[src/rtl/rria_pkg.sv]
`default_nettype none
package rria_pkg;

   // default size of the identifier space
   localparam int unsigned ID_COUNT_DEFAULT = 256;

   localparam int unsigned OPCODE_W = 2;
   localparam int unsigned ID_W     = 8;

   // request opcodes, code 3 is unused and ignored
   localparam logic [OPCODE_W-1:0] OP_RESET = 2'd0;
   localparam logic [OPCODE_W-1:0] OP_MARK  = 2'd1;
   localparam logic [OPCODE_W-1:0] OP_NEXT  = 2'd2;

endpackage
`default_nettype wire

[src/rtl/round_robin_id_allocator_unit.sv]
`default_nettype none
// mark beat: sets the given id used in the used-map ram when taken; the unit stays in idle
// reset beat: one clearing sweep of the used-map ram, one entry per cycle
// allocate beat: one candidate id checked per cycle through the
//    single read port of the used-map ram; worst case checks every id but the last one given
// hardware reset runs the same clearing sweep (leaving id 0 used)
//    before the first request beat is taken
module round_robin_id_allocator_unit
   import rria_pkg::*;
#(
   parameter int unsigned ID_COUNT = ID_COUNT_DEFAULT
) (
   input  wire                 clock,
   input  wire                 reset,
   input  wire                 req_valid,
   output logic                req_stall,
   input  wire  [OPCODE_W-1:0] req_opcode,
   input  wire  [ID_W-1:0]     req_id,
   output logic                rsp_valid,
   input  wire                 rsp_stall,
   output logic [ID_W-1:0]     rsp_allocated_id,
   output logic                rsp_none_free
);

   // width of an internal identifier
   localparam int unsigned IW = $clog2(ID_COUNT);
   localparam logic [IW-1:0] LAST_ID = IW'(ID_COUNT - 1);
   // candidates still to issue after the first one of a scan
   localparam logic [IW-1:0] SCAN_LEFT_INIT = IW'(ID_COUNT - 2);
   localparam logic SCAN_ONE_CAND = (ID_COUNT == 2);

   typedef enum logic [1:0] {
      S_CLEAR,
      S_IDLE,
      S_SCAN
   } state_type;

   // circular successor of an id
   function automatic logic [IW-1:0] next_id(input logic [IW-1:0] v);
      logic [IW-1:0] r;
      if (v == LAST_ID) begin
         r = '0;
      end else begin
         r = v + IW'(1);
      end
      return r;
   endfunction

   state_type     state_ff;
   logic [IW-1:0] last_given_ff;
   logic [IW-1:0] clr_addr_ff;   // sweep pointer
   logic [IW-1:0] set_id_ff;     // id left marked at the end of the sweep
   logic [IW-1:0] cand_ff;       // next candidate to read
   logic [IW-1:0] left_ff;       // candidates not yet read
   logic [IW-1:0] chk_id_ff;     // candidate whose used bit sits in rd_data_ff
   logic          chk_last_ff;   // that candidate closes the circle
   logic          rsp_valid_ff;
   logic [ID_W-1:0] rsp_id_ff;
   logic          rsp_none_ff;

   // used-map ram, one bit per id
   logic          used_mem [ID_COUNT];
   logic          rd_data_ff;
   logic [IW-1:0] rd_addr;
   logic          wr_en;
   logic [IW-1:0] wr_addr;
   logic          wr_data;

   logic          out_free;
   logic          req_take;
   logic          id_in_range;
   logic [31:0]   req_id_wide;
   logic [IW-1:0] req_idx;
   logic [IW-1:0] first_cand;
   logic [31:0]   chk_id_wide;

   assign req_id_wide = 32'(req_id);
   assign req_idx     = req_id_wide[IW-1:0];
   assign id_in_range = req_id_wide < 32'(ID_COUNT);
   assign first_cand  = next_id(last_given_ff);
   assign chk_id_wide = 32'(chk_id_ff);

   // output slot is free, or is emptied this cycle
   assign out_free  = !rsp_valid_ff || !rsp_stall;
   // an allocate beat only starts once its result has somewhere to go
   assign req_stall = (state_ff != S_IDLE) || ((req_opcode == OP_NEXT) && !out_free);
   assign req_take  = req_valid && !req_stall;

   // read address: first candidate at the start, then the scan pointer
   always_comb begin
      if (state_ff == S_SCAN) begin
         rd_addr = cand_ff;
      end else begin
         rd_addr = first_cand;
      end
   end

   // write port: sweep, mark, or claim of a found id
   always_comb begin
      wr_en   = 1'b0;
      wr_addr = clr_addr_ff;
      wr_data = 1'b0;
      unique case (state_ff)
         S_CLEAR: begin
            wr_en   = 1'b1;
            wr_addr = clr_addr_ff;
            wr_data = (clr_addr_ff == set_id_ff);
         end
         S_IDLE: begin
            wr_en   = req_take && (req_opcode == OP_MARK) && id_in_range;
            wr_addr = req_idx;
            wr_data = 1'b1;
         end
         S_SCAN: begin
            wr_en   = !rd_data_ff;
            wr_addr = chk_id_ff;
            wr_data = 1'b1;
         end
         default: begin
            wr_en = 1'b0;
         end
      endcase
   end

   always_ff @(posedge clock) begin
      if (wr_en) begin
         used_mem[wr_addr] <= wr_data;
      end
   end

   always_ff @(posedge clock) begin
      rd_data_ff <= used_mem[rd_addr];
   end

   // sequencer
   always_ff @(posedge clock) begin
      if (reset) begin
         state_ff      <= S_CLEAR;
         last_given_ff <= '0;
         clr_addr_ff   <= '0;
         set_id_ff     <= '0;
         rsp_valid_ff  <= 1'b0;
      end else begin
         if (rsp_valid_ff && !rsp_stall) begin
            rsp_valid_ff <= 1'b0;
         end
         unique case (state_ff)
            S_CLEAR: begin
               clr_addr_ff <= next_id(clr_addr_ff);
               if (clr_addr_ff == LAST_ID) begin
                  state_ff <= S_IDLE;
               end
            end
            S_IDLE: begin
               if (req_take) begin
                  if ((req_opcode == OP_RESET) && id_in_range) begin
                     // clear everything, leave the given id used and last
                     set_id_ff     <= req_idx;
                     last_given_ff <= req_idx;
                     clr_addr_ff   <= '0;
                     state_ff      <= S_CLEAR;
                  end else if (req_opcode == OP_NEXT) begin
                     // first candidate read goes out on this edge
                     chk_id_ff   <= first_cand;
                     chk_last_ff <= SCAN_ONE_CAND;
                     cand_ff     <= next_id(first_cand);
                     left_ff     <= SCAN_LEFT_INIT;
                     state_ff    <= S_SCAN;
                  end
               end
            end
            S_SCAN: begin
               if (!rd_data_ff) begin
                  // free id found: claim it and hand it out
                  last_given_ff <= chk_id_ff;
                  rsp_id_ff     <= chk_id_wide[ID_W-1:0];
                  rsp_none_ff   <= 1'b0;
                  rsp_valid_ff  <= 1'b1;
                  state_ff      <= S_IDLE;
               end else if (chk_last_ff) begin
                  // full circle, nothing free
                  rsp_id_ff    <= '0;
                  rsp_none_ff  <= 1'b1;
                  rsp_valid_ff <= 1'b1;
                  state_ff     <= S_IDLE;
               end else begin
                  chk_id_ff   <= cand_ff;
                  chk_last_ff <= (left_ff == IW'(1));
                  left_ff     <= left_ff - IW'(1);
                  cand_ff     <= next_id(cand_ff);
               end
            end
            default: begin
               state_ff <= S_IDLE;
            end
         endcase
      end
   end

   assign rsp_valid        = rsp_valid_ff;
   assign rsp_allocated_id = rsp_id_ff;
   assign rsp_none_free    = rsp_none_ff;

endmodule
`default_nettype wire
[config.mk]
export PLATFORM = sky130hd
export DESIGN_NAME = round_robin_id_allocator_unit
export DESIGN_NICKNAME = d
export VERILOG_FILES = /design/src/rtl/rria_pkg.sv /design/src/rtl/round_robin_id_allocator_unit.sv
export SDC_FILE = /design/constraint.sdc
export NUM_CORES = 1
export LEC_CHECK = 0
export BUFFER_PORTS_ARGS = -buffer_cell sky130_fd_sc_hd__buf_2
export CAP_MARGIN = 30
export CORE_ASPECT_RATIO = 1.5
export CORE_UTILIZATION = 44
export CTS_BUF_LIST = sky130_fd_sc_hd__clkbuf_8
export DETAILED_ROUTE_END_ITERATION = 6
export GPL_TIMING_DRIVEN = 1
export PLACE_DENSITY = 0.56
export SLEW_MARGIN = 20
export SYNTH_ARGS = -nofsm -noshare
export SYNTH_HDL_FRONTEND = slang
export SYNTH_SLANG_ARGS = --single-unit
[constraint.sdc]
create_clock -name clock -period 24.9 [get_ports clock]
set_input_delay 4.98 -clock clock [delete_from_list [all_inputs] [get_ports clock]]
set_output_delay 4.98 -clock clock [all_outputs]
set_load 0.02 [all_outputs]
Word level (Yosys, flattened, before mapping). Memories as Yosys holds them, arrays and structs flattened. A register that Yosys moved wholly into a read port is not among the register bits. Index checks and enable logic that the tools add are counted.

Magnitude comparators: 1. Add/sub/neg operators: 5. Muxes and demuxes: 55. Shift-type cells: 0. Equal/unequal tests: 22. Bitwise operators: 1. Reductions and logical operators: 25. Div/mod/pow operators: 0. Multiply operators: 0.

Operators by type and width (count): $mux 8 (27); $pmux 8 s2 (6); $add 8x1->8 const B (4); $eq 8x8->1 const B (4); $ne 2x2->1 const B (9); $mux 1 (12); $mux 2 (6); $lt 8x9->1 const B (1); $reduce_and 3->1 (3); $eq 8x1->1 const B (1); $eq 8x8->1 (1); $reduce_and 4->1 (2); $sub 8x1->8 const B (1); $reduce_and 7->1 (1); $logic_and 1x1->1 (6); $ne 3x3->1 const B (2); $pmux 2 s3 (1); $reduce_and 6->1 (1); $logic_not 1->1 (5); $eq 2x1->1 const B (2); $eq 2x2->1 const B (2); $logic_not 2->1 (2); $pmux 1 s2 (2); $reduce_bool 2->1 (2); 5 further kinds (6).

Bits in latches: 0. Memories kept: 1. Bits in writable memories: 256. Flip-flop bits (word level): 61. Output and inout bits: 11. ROM bits: 0. Input bits: 14. Logic and storage cells: 121.

Memory list: used_mem (words 256, width 1, rd ports 1, clocked after memory_dff 1, write ports 1, line round_robin_id_allocator_unit.sv:62) `logic used_mem [ID_COUNT];`.

Depth between registers and ports, before layout. Gate-level depths: netlist (run 1).

Depth in word-level cells: 12. Gate-level depth with buffers: 14.

Worst setup path after synthesis (run 1). OpenSTA, ideal clock, no wires.

Path kind: input to output. From: input port req_opcode[0]. To: output port req_stall. Arrival: 5.333 ns. Stages on the path: 2. Slack: 14.587 ns. Required time: 19.920 ns. Path buffers: 0. Path through: nand4b_1 nand2_1.

Longest elaborated chain between the ends: 3.

Ends and longest elaborated chain: start, declared (line round_robin_id_allocator_unit.sv:17) `input wire [OPCODE_W-1:0] req_opcode,`; $eq 2x2->1 (line round_robin_id_allocator_unit.sv:86) `assign req_stall = (state_ff != S_IDLE) || ((req_opcode == OP_NEXT) && !out_free);`; $logic_and 1x1->1 (line round_robin_id_allocator_unit.sv:86); $logic_or 1x1->1 (line round_robin_id_allocator_unit.sv:86); end, declared (line round_robin_id_allocator_unit.sv:16) `output logic req_stall,`.

No other way between the ends.

Final worst setup path (run 1). Ends and elaborated chain as after synthesis.

==> results of run 1 <==
registers in the layout (all words and copies together), names as in the netlist, 2 cells and up:
name              cells
rsp_allocated_id      8
chk_id_ff             8
state_ff              2
used_mem            256
set_id_ff             8
clr_addr_ff           8
last_given_ff         8
left_ff               8
cand_ff               8
per-layer routing:
layer | vias up | part of all wire (%) | wire (um) | GRT usage, %
met5 | - | 0 | 0 | 0
met4 | 0 | 3.7 | 1350 | 9.58
met3 | 84 | 4.7 | 1690 | 3.49
met2 | 241 | 53 | 19100 | 39.6
met1 | 4778 | 39 | 14100 | 24.8
li1 | 4480 | - | - | -
final cells by class:
| cell class | count | share of cell area (%) |
|---|---|---|
| flip-flops and latches | 318 | 57.7 |
| multi-input cells | 816 | 31.3 |
| clock buffers | 55 | 4.71 |
| well taps | 415 | 3.23 |
| repair buffers | 41 | 1.82 |
| clock inverters | 35 | 0.849 |
| inverters | 18 | 0.421 |
through the flow:
stage	total power [uW]	instances
floorplan	634	1225
global placement	643	1604
detailed placement	645	1607
CTS	1050	1697
global route	1070	1698
finish	1040	1698
worst reg2reg max path, stage by stage, from the launching register on:
cell                       delay, ns
sky130_fd_sc_hd__dfxtp_1        0.37
sky130_fd_sc_hd__inv_1          0.09
sky130_fd_sc_hd__ha_2           0.18
sky130_fd_sc_hd__buf_4          0.29
sky130_fd_sc_hd__nand4b_1       0.35
sky130_fd_sc_hd__o211ai_4       0.22
sky130_fd_sc_hd__buf_12         0.54
sky130_fd_sc_hd__mux4_1         0.74
sky130_fd_sc_hd__a22oi_1        0.46
sky130_fd_sc_hd__a22oi_1        0.18
sky130_fd_sc_hd__a31o_2         0.28
sky130_fd_sc_hd__nor4_1         0.36
sky130_fd_sc_hd__a41oi_1        0.11
cell usage in the layout, fill, tap and decap left out, types with 3 or more instances in the layout:
cell                         n
sky130_fd_sc_hd__a22oi_1    20
sky130_fd_sc_hd__clkinv_1   17
sky130_fd_sc_hd__nand2b_1    9
sky130_fd_sc_hd__mux2i_1    56
sky130_fd_sc_hd__a31oi_1     3
sky130_fd_sc_hd__o21ai_0    20
sky130_fd_sc_hd__buf_2      24
sky130_fd_sc_hd__a21oi_1    55
sky130_fd_sc_hd__mux4_2     17
sky130_fd_sc_hd__and3_1      6
sky130_fd_sc_hd__inv_1      33
sky130_fd_sc_hd__or3_1       3
sky130_fd_sc_hd__xnor2_1    16
sky130_fd_sc_hd__nand2_1   126
sky130_fd_sc_hd__nand3_1    17
sky130_fd_sc_hd__dfxtp_1    28
sky130_fd_sc_hd__a21o_1     10
sky130_fd_sc_hd__nor4_1     17
sky130_fd_sc_hd__nand4_1     6
sky130_fd_sc_hd__nor2_1    310
sky130_fd_sc_hd__ha_1        9
sky130_fd_sc_hd__nor2b_1    10
sky130_fd_sc_hd__mux4_1     15
sky130_fd_sc_hd__o22ai_1    25
sky130_fd_sc_hd__edfxtp_1  290
sky130_fd_sc_hd__xor2_1     17
sky130_fd_sc_hd__nand4b_1    4
sky130_fd_sc_hd__a211oi_1   10
sky130_fd_sc_hd__nor3_1      5
sky130_fd_sc_hd__buf_4      13
sky130_fd_sc_hd__clkbuf_8   55
sky130_fd_sc_hd__buf_12      3
power by group through the flow:
| stage | registers, uW | logic, uW | clock network (uW) |
|---|---|---|---|
| 6_report | 598 | 36.2 | 404 |
| 5_1_grt | 598 | 39.4 | 433 |
| 4_1_cts | 598 | 35.9 | 413 |
| 3_5_place_dp | 610 | 35.8 | 0 |
| 3_3_place_gp | 610 | 32.5 | 0 |
| 2_1_floorplan | 615 | 18.4 | 0 |
kinds of logic (layout without fill, tap and decap cells):
family	count (synthesis)	in the layout	synth area share, %
DFF	318	318	63.0
buffers and inverters	91	149	3.06
xor gates and xnor gates	34	34	2.08
muxes	90	90	9.25
and+or+nand+nor	521	521	14.8
AOI/OAI and AO/OA	161	161	6.97
adders and majority gates	10	10	0.851
how the worst min path moves through the flow:
stage / endpoint / slack, ns
2_1_floorplan: rsp_none_free / 0.43
3_3_place_gp: set_id_ff[3] / 0.46
3_5_place_dp: set_id_ff[4] / 0.46
4_1_cts: set_id_ff[4] / 0.47
5_1_grt: set_id_ff[5] / 0.49
6_report: set_id_ff[4] / 0.47
==> results.md, run 1 <==
- The shortest period the worst path allows is about 11 ns.
- The overall die height is 226 um.
- The total vias in the final route is 9583.
- The maximum number of pins on one net before global-route repair is 98.
- The count of max-cap constraint violations is 0.
- The clock buffer count from CTS is 49.
- The switching power summed over all nets is 234 uW.
- The part of the power in the clock network is 38.9%.
- The number of buffers on the longest clock path is 3.
- Clock-pin slew was measured on the worst setup and hold paths at 0.06 ns.
- Counting instances in the post-synthesis netlist gives the leading cell types as sky130_fd_sc_hd__nor2_1, sky130_fd_sc_hd__edfxtp_1, sky130_fd_sc_hd__nand2_1.
- At the later pin of the worst-skew pair, clock insertion delay measures 0.60 ns.
- The clock net in this run drives a total of approximately 320 sinks.
- Cells fill 49.1% of the core in the end.
- The setup violation total in the final timing report is 0.
- The area overhead of the layout relative to synthesis is 9.24%.
- The number of instances resized during post-cts repair is 0.
- Counting flops and latches in the post-synthesis netlist gives 318.
- Yosys instantiated no cell more often than sky130_fd_sc_hd__nor2_1.
- The die is 151 um wide.
- The maximum vdd ir drop is approximately 0.034 mV.
- The run finished with clean final reports.
- The depth of the worst hold-timing path is 2.
- The share of final-layout standard cells stronger than drive strength 1 is 10.2%.
- Dividing the detail-routed wire length by the instance count gives 21.3 um.
- The internal power contribution is between 800 and 900 uW.
- The portion of the clock cycle consumed by the worst path in the final layout is 42.2%.
- The total of fill cells in the finished design is about 2.9k.
- In this run the worst path has a maximum fanout of 4.
- The total negative slack is 0 ns.
- OpenSTA, run right after detailed placement, puts the worst setup slack at 14.40 ns.
- The wire length of the first global-routing pass is 54.8 mm.
- In this run the remaining antenna-violating nets after routing total 0.
- The pre-antenna-repair detailed-routing pass consisted of 5 iterations.
- The post-detailed-route DRC marker count is 0.
- The cell area after synthesis is 0.0147 mm^2.
- The final clock skew is 0.0182 ns.
- The library cell occupying the most area in the post-synthesis netlist is sky130_fd_sc_hd__edfxtp_1.
- The die covers 0.0342 mm^2.
- When the netlist entered floorplanning its net count stood at between 1k and 1.5k.
- The critical setup path kind is primary input to primary output.
- Counting stages on the worst path, the most repeated cell is sky130_fd_sc_hd__buf_2.
- In this run the worst setup path terminates at req_stall.
- The count of yosys warnings during synthesis is 0.
- Clock tree synthesis selected as its root buffer the cell sky130_fd_sc_hd__clkbuf_8.
- In this run the number of cells on the critical path is 4.
- In this run, the combinational gates consume roughly 3.5% of the power.
- The finished cells cover 0.0161 mm^2.
- The slew at the pin closest to its max-slew limit is 1.01 ns.
- Counting flops with an async set or reset pin after synthesis yields a share of 0%.
- The share of total power consumed by net switching is a little under a quarter.
- The minimum hold slack is 0.471 ns.
- At the worst endpoint, the arrival time is about 5.5 ns.
- The worst flop-to-flop path endpoint is rd_data_ff.
- Summed over all layers, the global routing overflow is 0.
- The delay of the slowest cell on the worst path is 0.18 ns.
- The initial antenna violation count came to 0.
- The worst hold-check path type is flop to flop.
- The sequential share of the synthesized area is 63.0%.
- The max-slew violation count is 0.
- The total routing usage reported by global routing is 21.8%.
- The startpoint of the most critical register-to-register path is state_ff[0].
- The floorplan row count is 81.
- The area occupied by multi-input gates is 0.00502 mm^2.
- The worst register-to-register path has a setup slack of 20.60 ns.
- The relative slew slack is 32.8%.
- Setup repair after global routing left no endpoint under its margin.
- The average footprint of a synthesized cell is around 12 um^2.
- The kind of cell adding the most delay to the critical path is buffers and inverters.
- The startpoint of the worst setup timing path is req_opcode[0].
- The antenna diode count is 0.
- After technology mapping, the gate count stands at 1225.
- The kind of capture point of the worst setup path is a primary output.
- Yosys mapped the design onto 60 distinct sky130hd cell types.
- The most used flip-flop cell after synthesis is sky130_fd_sc_hd__edfxtp_1.
- The post-DP HPWL is between 20 and 25 mm.
- The final layout net count is roughly 1.3k.
- Once the clock tree was built, the setup fixing pass inserted 0 buffers.
- The DRC marker count from the first detailed-route iteration is just under 600.
- After synthesis, the cell types taking the most area are sky130_fd_sc_hd__edfxtp_1, sky130_fd_sc_hd__nor2_1, sky130_fd_sc_hd__dfxtp_1.
- On the critical path, the stage with the largest delay is an instance of sky130_fd_sc_hd__nand4b_1.
- The signal on the critical path passes through buf_2 -> nand4b_1 -> nand2_1 -> buf_2.
- The final RePlAce weighted congestion is 0.812.
- The part of the total power dissipated in sequential elements is 57.6%.
- In this run the number of H-tree levels came out at 2.
- The I/O pin count is 25.
- TritonCTS built the clock tree.
- The total buffers and inverters traversed by the critical path is 2.
- Once placement finished, the instance area stood at between 0.015 and 0.02 mm^2.
- The leakage power is 0.00495 uW.
- Registers take 0.00927 mm^2.
- The required time at the endpoint of the critical path is around 20 ns.
- The floorplan core area is 0.0327 mm^2.
- The maximum frequency from static timing analysis is 95.2 MHz.
- The startpoint identified for the worst hold timing path is set_id_ff[4].
- STA classifies the critical path startpoint as a primary input.
- The aggregate routed wire length is 36.2 mm.
- The final number of hold-violating endpoints is 0.
- The portion of synthesized cell area occupied by the leading cell type is about three fifths.
- The starting utilization of the core area is 44.9%.
- The number of global-route vias before repair is 9510.
- The via count normalized by instance count is 5.64.
- The power per standard cell area is 64.7 mW/mm^2.
- The number of hold buffers added after CTS was 0.
- The quantity of I/O buffers inserted on ports is 24.
- The final worst slack is 14.40 ns.
- The number of enable flip-flop cells after synthesis is 290.
- The path depth of the worst reg2reg path is 12.
Power figures use the tool's default switching activity.
==> run 2: changes to the inputs <==
==> constraint.sdc (replaced) <==
create_clock -name clock -period 9.75 [get_ports clock]
set_input_delay 1.95 -clock clock [delete_from_list [all_inputs] [get_ports clock]]
set_output_delay 1.95 -clock clock [all_outputs]
set_load 0.02 [all_outputs]
==> run 2 against run 1 <==
- sequential share of layout area rose by 0.22 points
- critical path type unchanged
- total power rose to 2.5 times the previous value
- first-iteration DRC count rose by 25%
- utilization fell by 0.18 points
- setup slack got worse by 9.1 ns
- count of clock-buffer cells in the layout fell by 2
- flip-flop and latch count did not move
- die area did not move
- via count rose by 0.38%
- non-clock buffer count fell by 4
==> results.md, run 2 (synthesis results as in run 1) <==
- Run status: completed (unchanged).
- The maximum number of pins on one net before global-route repair is 257 (was 98).
- The die span in x is 151 um (unchanged).
- The maximum vdd ir drop was 0.0794 mV (was 0.0338 mV).
- The total grt overflow is 0 (unchanged).
- The total iterations of the first detailed-routing run is 5 (unchanged).
- The share of final-layout standard cells stronger than drive strength 1 was 10.5% (was 10.2%).
- The final layout net count came to 1264 (was 1268).
- The DRC marker count from the first detailed-route iteration is 723 (was 578).
- The maximum fanout count along the critical path is 4 (unchanged).
- The leakage power was 0.00492 uW (was 0.00495 uW).
- The total setup buffers inserted after CTS is 0 (unchanged).
- The power per standard cell area is 165 mW/mm^2 (was 64.7 mW/mm^2).
- The clock buffer count from CTS is 49 (unchanged).
- The relative slew slack is 25.1% (was 32.8%).
- The total routing usage reported by global routing is 21.8% (about the same).
- The total of fill cells in the finished design was 2955 (was 2932).
- The I/O pin count is 25 (unchanged).
- The setup violation total in the final timing report came to 0 (unchanged).
- The total negative slack came to 0 ns (unchanged).
- The quantity of I/O buffers inserted on ports is 24 (unchanged).
- The worst hold-check path type is flop to flop (unchanged).
- The via count normalized by instance count came to 5.68 (was 5.64).
- The delay of the slowest cell on the worst path came to 0.19 ns (was 0.18 ns).
- The highest-delay cell along the critical path was sky130_fd_sc_hd__nand4b_1 (unchanged).
- The shortest period the worst path allows is 4.46 ns.
- The kind of capture point of the worst setup path is a primary output (unchanged).
- The CTS tree is yes (unchanged).
- The clock sink total is 318 (unchanged).
- The wire length of the first global-routing pass is 54.8 mm (about the same).
- The total vias in the final route was 9619 (was 9583).
- The final number of hold-violating endpoints is 0 (unchanged).
- The max-slew violation count is 0 (unchanged).
- Most frequent cells in the layout: sky130_fd_sc_hd__nor2_1, sky130_fd_sc_hd__edfxtp_1, sky130_fd_sc_hd__nand2_1, sky130_fd_sc_hd__mux2i_1, sky130_fd_sc_hd__a21oi_1 (was sky130_fd_sc_hd__nor2_1, sky130_fd_sc_hd__edfxtp_1, sky130_fd_sc_hd__nand2_1, sky130_fd_sc_hd__mux2i_1).
- The H-tree depth reported by CTS is 2 (unchanged).
- The number of flip-flops in the largest register was 256 (unchanged).
- The aggregate routed wire length is 36.3 mm (was 36.2 mm).
- The die area is 0.0342 mm^2 (unchanged).
- The floorplan core area is 0.0327 mm^2 (unchanged).
- The post-DP HPWL is 22.1 mm (was 22.5 mm).
- The number of hold buffers added after CTS is 0 (unchanged).
- The final RePlAce weighted congestion is 0.826 (was 0.812).
- The setup slack at placement came to 5.29 ns (was 14.40 ns).
- The CTS root buffer is sky130_fd_sc_hd__clkbuf_8 (unchanged).
- The per-cell routed wire length is 21.4 um (was 21.3 um).
- The number of buffers on the longest clock path was 3 (unchanged).
- The slew at the pin closest to its max-slew limit came to 1.12 ns (was 1.01 ns).
- The final clock skew was 0.0166 ns (was 0.0182 ns).
- The post-route antenna net violation count came to 0 (unchanged).
- The most common cell after layout, fill and taps aside is sky130_fd_sc_hd__nor2_1 (unchanged).
- The sort of element at the start of the critical path was a primary input (unchanged).
- The critical setup path kind is primary input to primary output (unchanged).
- The cell count after placement came to 1604 (was 1607).
- RSZ-0062 raised after global routing: false (unchanged).
- The register bank with the most flops was used_mem (unchanged).
- The area overhead of the layout relative to synthesis is 8.83% (was 9.24%).
- The required time at the endpoint of the critical path was 7.80 ns (was 19.92 ns).
- The final worst slack is 5.29 ns (was 14.40 ns).
- The count of max-cap constraint violations is 0 (unchanged).
- The floorplan row count was 81 (unchanged).
- The clock edge transition at the registers on the reported setup and hold paths is 0.06 ns (about the same).
- The antenna diode count was 0 (unchanged).
- Dividing the final minimum period by the clock period gives 45.8%.
- The initial antenna violation count is 0 (unchanged).
- Cell-by-cell listing of the critical path: buf_2 -> nand4b_1 -> nand2_1 -> buf_2 (unchanged).
- The starting utilization of the core area is 44.9% (unchanged).
- The overall die height is 226 um (unchanged).
- The total buffers and inverters traversed by the critical path is 2 (unchanged).
- The number of global-route vias before repair is 9400 (was 9510).
- The number of non-filler instances in the completed layout came to 1693 (was 1698).
- The arrival time of data at the critical path endpoint came to 2.51 ns (was 5.52 ns).
- The clock network latency to the later pin of the worst-skew pair was 0.59 ns (was 0.60 ns).
- The number of instances resized during post-cts repair came to 0 (unchanged).
- The post-detailed-route DRC marker count came to 0 (unchanged).
- The kind of cell adding the most delay to the critical path is buffers and inverters (unchanged).
- Static timing analysis puts the maximum clock frequency at approximately 220 MHz.
- The cell seen most often among critical-path stages is sky130_fd_sc_hd__buf_2 (unchanged).
## run 2: cell count changes in the layout (fill, tap and decap cells not counted), sizes merged
cell / delta
clkbuf: -2
clkinv: +1
inv: -1
buf: -4
clkinvlp: +1
## run 2: final timing paths
path | cells after the start | end | slack (ns) | start
hold reg to reg | 2 | set_id_ff[0] | 0.47 | set_id_ff[0]
setup / recovery | 4 | req_stall | 5.29 | req_opcode[0]
hold / removal | 2 | set_id_ff[0] | 0.47 | set_id_ff[0]
setup reg to reg | 12 | rd_data_ff | 5.35 | state_ff[0]
## run 2: metal layers
layer	share of wire [%]	global-route usage [%]	vias up
li1	-	-	4467
met1	40	25.7	4802
met2	51	38.7	250
met3	4.6	3.23	100
met4	4.2	9.90	0
met5	0	0	-
## run 2: through the flow
stage	util (%)	hold slack [ns]	power [uW]	instance area [um^2]
global placement	46.2	0.457	1640	15100
detailed placement	46.2	0.461	1640	15100
global route	48.9	0.498	2730	16000
CTS	48.9	0.470	2660	16000
finish	48.9	0.468	2630	16000
floorplan	-	0.429	1620	14700
## run 2: worst min-delay path: stages (launching register included)
cell	delay (ns)
sky130_fd_sc_hd__dfxtp_1	0.32
sky130_fd_sc_hd__nand2_1	0.05
sky130_fd_sc_hd__a21oi_1	0.05
## run 2: layout make-up
| class | instances | area (um^2) | area share (%) |
|---|---|---|---|
| multi-input combinational | 816 | 5020 | 31.4 |
| clock buffer | 53 | 729 | 4.56 |
| inverter | 18 | 67.6 | 0.422 |
| timing repair buffer | 37 | 243 | 1.52 |
| sequential | 318 | 9270 | 57.9 |
| clock inverter | 36 | 154 | 0.962 |
| tap | 415 | 519 | 3.24 |
## run 2: power breakdown
group	internal, uW	switching [uW]
Clock	501	517
Sequential	1530	3.70
Combinational	12.3	73.4
==> run 3: changes to the inputs <==
--- a/config.mk
+++ b/config.mk
@@ -5,6 +5,7 @@
 export SDC_FILE = /design/constraint.sdc
 export NUM_CORES = 1
 export LEC_CHECK = 0
+export ABC_AREA = 1
 export BUFFER_PORTS_ARGS = -buffer_cell sky130_fd_sc_hd__buf_2
 export CAP_MARGIN = 30
 export CORE_ASPECT_RATIO = 1.5
==> constraint.sdc (replaced) <==
create_clock -name clock -period 4.2 [get_ports clock]
set_input_delay 0.84 -clock clock [delete_from_list [all_inputs] [get_ports clock]]
set_output_delay 0.84 -clock clock [all_outputs]
set_load 0.02 [all_outputs]
==> run 3 against run 2 <==
- critical path depth increased by 4
- critical endpoint is now used_mem[39]
- total power rose to 4.7 times the previous value
- largest power group is now combinational logic
- setup slack got worse by 4.2 ns
- critical path type is now flop to flop
==> results.md, run 3 <==
- The required time at the endpoint of the critical path is 4.50 ns (was 7.80 ns).
- The top routing layer in use is met4 (unchanged).
- The overall die height was 233 um (was 226 um).
- The die area is 0.0365 mm^2 (was 0.0342 mm^2).
- The power per standard cell area came to 724 mW/mm^2 (was 165 mW/mm^2).
- The sequential share of the synthesized area was 59.0% (was 63.0%).
- The depth of the worst hold-timing path is 2 (unchanged).
- The final clock skew is 0.0221 ns (was 0.0166 ns).
- Run status: completed (unchanged).
- The most common cell after layout, fill and taps aside is sky130_fd_sc_hd__nand2_1 (was sky130_fd_sc_hd__nor2_1).
- The synthesized flop and latch total is 318 (unchanged).
- The sort of element at the start of the critical path is a flop (was primary input).
- The synthesized net count is 1750 (was 1249).
- The setup violation total in the final timing report is 0 (unchanged).
- The post-detailed-route DRC marker count is 0 (unchanged).
- Most frequent cells after synthesis: sky130_fd_sc_hd__nand2_1, sky130_fd_sc_hd__nor2_1, sky130_fd_sc_hd__edfxtp_1 (was sky130_fd_sc_hd__nor2_1, sky130_fd_sc_hd__edfxtp_1, sky130_fd_sc_hd__nand2_1).
- The minimum hold slack is 0.486 ns (was 0.468 ns).
- The number of cells produced by synthesis is 1726 (was 1225).
- The area overhead of the layout relative to synthesis is 9.58% (was 8.83%).
- The worst flop-to-flop path endpoint was used_mem[39] (was rd_data_ff).
- The floorplan row count is 84 (was 81).
- The leading register cell type out of synthesis was sky130_fd_sc_hd__edfxtp_1 (unchanged).
- The quantity of I/O buffers inserted on ports is 24 (unchanged).
- The total design power was 12500 uW (was 2630 uW).
- The setup slack at placement is 1.04 ns (was 5.29 ns).
- The length of routed met3 wiring is 1.84 mm (was 1.68 mm).
- The most frequent cell after synthesis is sky130_fd_sc_hd__nand2_1 (was sky130_fd_sc_hd__nor2_1).
- The CTS tree is yes (unchanged).
- The number of distinct library cell variants in the gate-level netlist after synthesis came to 41 (was 60).
- In the finished design, the share of the clock period the worst path needs comes to 75.0%.
- The max-slew violation count is 0 (unchanged).
- The leakage power is 0.00635 uW (was 0.00492 uW).
- The post-DP HPWL is 26.1 mm (was 22.1 mm).
- The library cell occupying the most area in the post-synthesis netlist is sky130_fd_sc_hd__edfxtp_1 (unchanged).
- The kind of cell adding the most delay to the critical path is simple AND/OR/NAND/NOR gates (was buffers and inverters).
- The total negative slack is 0 ns (unchanged).
- The antenna diode count was 0 (unchanged).
- The async set-reset flop share out of synthesis came to 0% (unchanged).
- The number of global-route vias before repair is 11.5k (was 9400).
- The maximum number of pins on one net before global-route repair is 96 (was 257).
- The number of buffers on the longest clock path is 3 (unchanged).
- The final worst slack was 1.05 ns (was 5.29 ns).
- The final number of hold-violating endpoints is 0 (unchanged).
- RSZ-0062 raised after global routing: false (unchanged).
- The clock buffer count from CTS is 49 (unchanged).
- The clock edge transition at the registers on the reported setup and hold paths is 0.06 ns (about the same).
- Cell types with the largest area share after synthesis: sky130_fd_sc_hd__edfxtp_1, sky130_fd_sc_hd__nand2_1, sky130_fd_sc_hd__nor2_1 (was sky130_fd_sc_hd__edfxtp_1, sky130_fd_sc_hd__nor2_1, sky130_fd_sc_hd__dfxtp_1).
- The number of flip-flops in the largest register is 256 (unchanged).
- The number of enable flip-flop cells after synthesis is 290 (unchanged).
- The die span in x is 156 um (was 151 um).
- The critical setup path kind is flop to flop (was primary input to primary output).
- The slew at the pin closest to its max-slew limit came to 0.999 ns (was 1.12 ns).
- The total setup buffers inserted after CTS was 0 (unchanged).
- The smallest clock period supported by the final layout is computed as 3.15 ns.
- The number of instances resized during post-cts repair came to 0 (unchanged).
- The share of final-layout standard cells stronger than drive strength 1 came to 7.63% (was 10.5%).
- The capture endpoint of the worst hold path is set_id_ff[6] (was set_id_ff[0]).
- The beginning of the worst hold path was set_id_ff[6] (was set_id_ff[0]).
- The total grt overflow was 0 (unchanged).
- The via count normalized by instance count came to 5.31 (was 5.68).
- The CTS root buffer was sky130_fd_sc_hd__clkbuf_8 (unchanged).
- The cell area after synthesis was 0.0157 mm^2 (was 0.0147 mm^2).
- The path depth of the worst reg2reg path is 8 (was 12).
- The aggregate routed wire length came to 43.2 mm (was 36.3 mm).
- The DRC marker count from the first detailed-route iteration is 854 (was 723).
- The kind of capture point of the worst setup path is a flop (was primary output).
- The total of fill cells in the finished design is 3426 (was 2955).
- The per-cell routed wire length came to 19.3 um (was 21.4 um).
- The post-route antenna net violation count came to 0 (unchanged).
- The worst hold-check path type is flop to flop (unchanged).
- The maximum fanout count along the critical path is 16 (was 4).
- Derived from the worst setup path, the maximum achievable clock frequency is around 320 MHz.
- The portion of synthesized cell area occupied by the leading cell type is 55.5% (was 59.2%).
- The register bank with the most flops was used_mem (unchanged).
- The startpoint of the most critical register-to-register path is state_ff[1] (was state_ff[0]).
- The floorplan core area was 0.0351 mm^2 (was 0.0327 mm^2).
- The count of max-cap constraint violations came to 0 (unchanged).
- The arrival time of data at the critical path endpoint is 3.44 ns (was 2.51 ns).
- The number of non-filler instances in the completed layout is 2243 (was 1693).
- The initial antenna violation count is 0 (unchanged).
- The total vias in the final route is 11.9k (was 9619).
- The relative slew slack is 33.2% (was 25.1%).
- The I/O pin count was 25 (unchanged).
- The area occupied by multi-input gates is 0.00527 mm^2 (was 0.00502 mm^2).
- The worst setup slack for register-to-register paths is 1.05 ns (was 5.35 ns).
- The total routing usage reported by global routing is 24.3% (was 21.8%).
- The routed wire length on met2 was 22.4 mm (was 18.6 mm).
- The register area is 0.00927 mm^2 (unchanged).
- The final layout net count is 1762 (was 1264).
- The total iterations of the first detailed-routing run is 5 (unchanged).
- The highest-delay cell along the critical path is sky130_fd_sc_hd__nand2_1 (was sky130_fd_sc_hd__nand4b_1).
- The count of yosys warnings during synthesis is 0 (unchanged).
- The number of hold buffers added after CTS came to 0 (unchanged).
- The delay of the slowest cell on the worst path is 0.65 ns (was 0.19 ns).
- Cell-by-cell listing of the critical path: inv_1 -> ha_1 -> inv_1 -> o211ai_1 -> o21ai_0 -> nor2_1 -> nand2_1 -> nor2_1 (was buf_2 -> nand4b_1 -> nand2_1 -> buf_2).
- The total buffers and inverters traversed by the critical path was 2 (unchanged).
- The starting utilization of the core area is 44.7% (was 44.9%).
- Most frequent cells in the layout: sky130_fd_sc_hd__nand2_1, sky130_fd_sc_hd__nor2_1, sky130_fd_sc_hd__edfxtp_1, sky130_fd_sc_hd__nand3_1, sky130_fd_sc_hd__inv_1 (was sky130_fd_sc_hd__nor2_1, sky130_fd_sc_hd__edfxtp_1, sky130_fd_sc_hd__nand2_1, sky130_fd_sc_hd__mux2i_1, sky130_fd_sc_hd__a21oi_1).
- The cell count after placement is 2159 (was 1604).
- The H-tree depth reported by CTS is 2 (unchanged).
- The final RePlAce weighted congestion is 0.853 (was 0.826).
- The clock sink total is 318 (unchanged).
- The maximum vdd ir drop is 0.655 mV (was 0.0794 mV).
- The wire length of the first global-routing pass is 65.6 mm (was 54.8 mm).
- The post-route met1 wirelength is 16.8 mm (was 14.5 mm).
- The average footprint of a synthesized cell is 9.10 um^2 (was 12.0 um^2).
- The clock network latency to the later pin of the worst-skew pair is 0.61 ns (was 0.59 ns).
## run 3: cell types whose count changed after synthesis, sizes merged, moves of 16 or more
cell / previous run / this run
nand2: 126 / 326
nand3b: 0 / 72
a22oi: 20 / 0
a21oi: 56 / 29
buf: 23 / 46
o22ai: 25 / 6
nand3: 17 / 237
inv: 16 / 185
o21ai: 21 / 46
mux2i: 56 / 0
mux4: 32 / 0
o211ai: 1 / 17
## run 3: worst max path at each step
stage | start | endpoint | slack (ns) | cells after the start
2_1_floorplan | state_ff[0] | used_mem[0] | 0.34 | 6
3_3_place_gp | state_ff[0] | rd_data_ff | 0.92 | 13
3_5_place_dp | state_ff[0] | rd_data_ff | 1.04 | 14
4_1_cts | state_ff[0] | rd_data_ff | 1.01 | 14
5_1_grt | last_given_ff[1] | rd_data_ff | 0.73 | 18
6_report | state_ff[1] | used_mem[39] | 1.05 | 8
## run 3: metrics by stage
| step | cell area [um^2] | util [%] |
|---|---|---|
| after global routing | 17200 | 49.0 |
| after CTS | 17200 | 48.9 |
| final | 17200 | 49.0 |
| after detailed placement | 16300 | 46.5 |
| after global placement | 16200 | 46.3 |
| after floorplan | 15700 | - |
## run 3: logic make-up after synthesis
logic type	after synthesis	synth area share, %
xor gates and xnor gates	15	0.837
DFF	318	59.0
and+or+nand+nor	984	27.7
AOI/OAI and AO/OA	111	4.13
buffers and inverters	288	7.54
adders and majority gates	10	0.797
## run 3: final cells by class
cell class,instances,area share (%)
timing repair buffer,62,3.05
multi-input combinational,1120,30.6
inverter,187,4.09
clock inverter,31,0.720
sequential,318,53.9
tap,473,3.44
clock buffer,52,4.16
## run 3: power breakdown
| group | leakage, uW | internal (uW) | switching, uW |
|---|---|---|---|
| Sequential | 0.00281 | 4690 | 119 |
| Clock | 0.000503 | 1130 | 1190 |
| Combinational | 0.00303 | 1280 | 4050 |
| Total | 0.00635 | 7090 | 5360 |
## run 3: routing by layer
metal	vias up	global-route usage, %
li1	5756	-
met1	5724	27.3
met2	309	44.0
met3	114	3.41
met4	0	12.9
met5	-	0
## run 3: worst register-to-register path: cells and delay by family (launching register included)
kind / cells / cell delay (ns)
buffers and inverters: 2 / 0.35
adders and majority gates: 1 / 0.43
DFF: 1 / 0.32
and+or+nand+nor: 3 / 1.26
AOI/OAI and AO/OA: 2 / 0.47
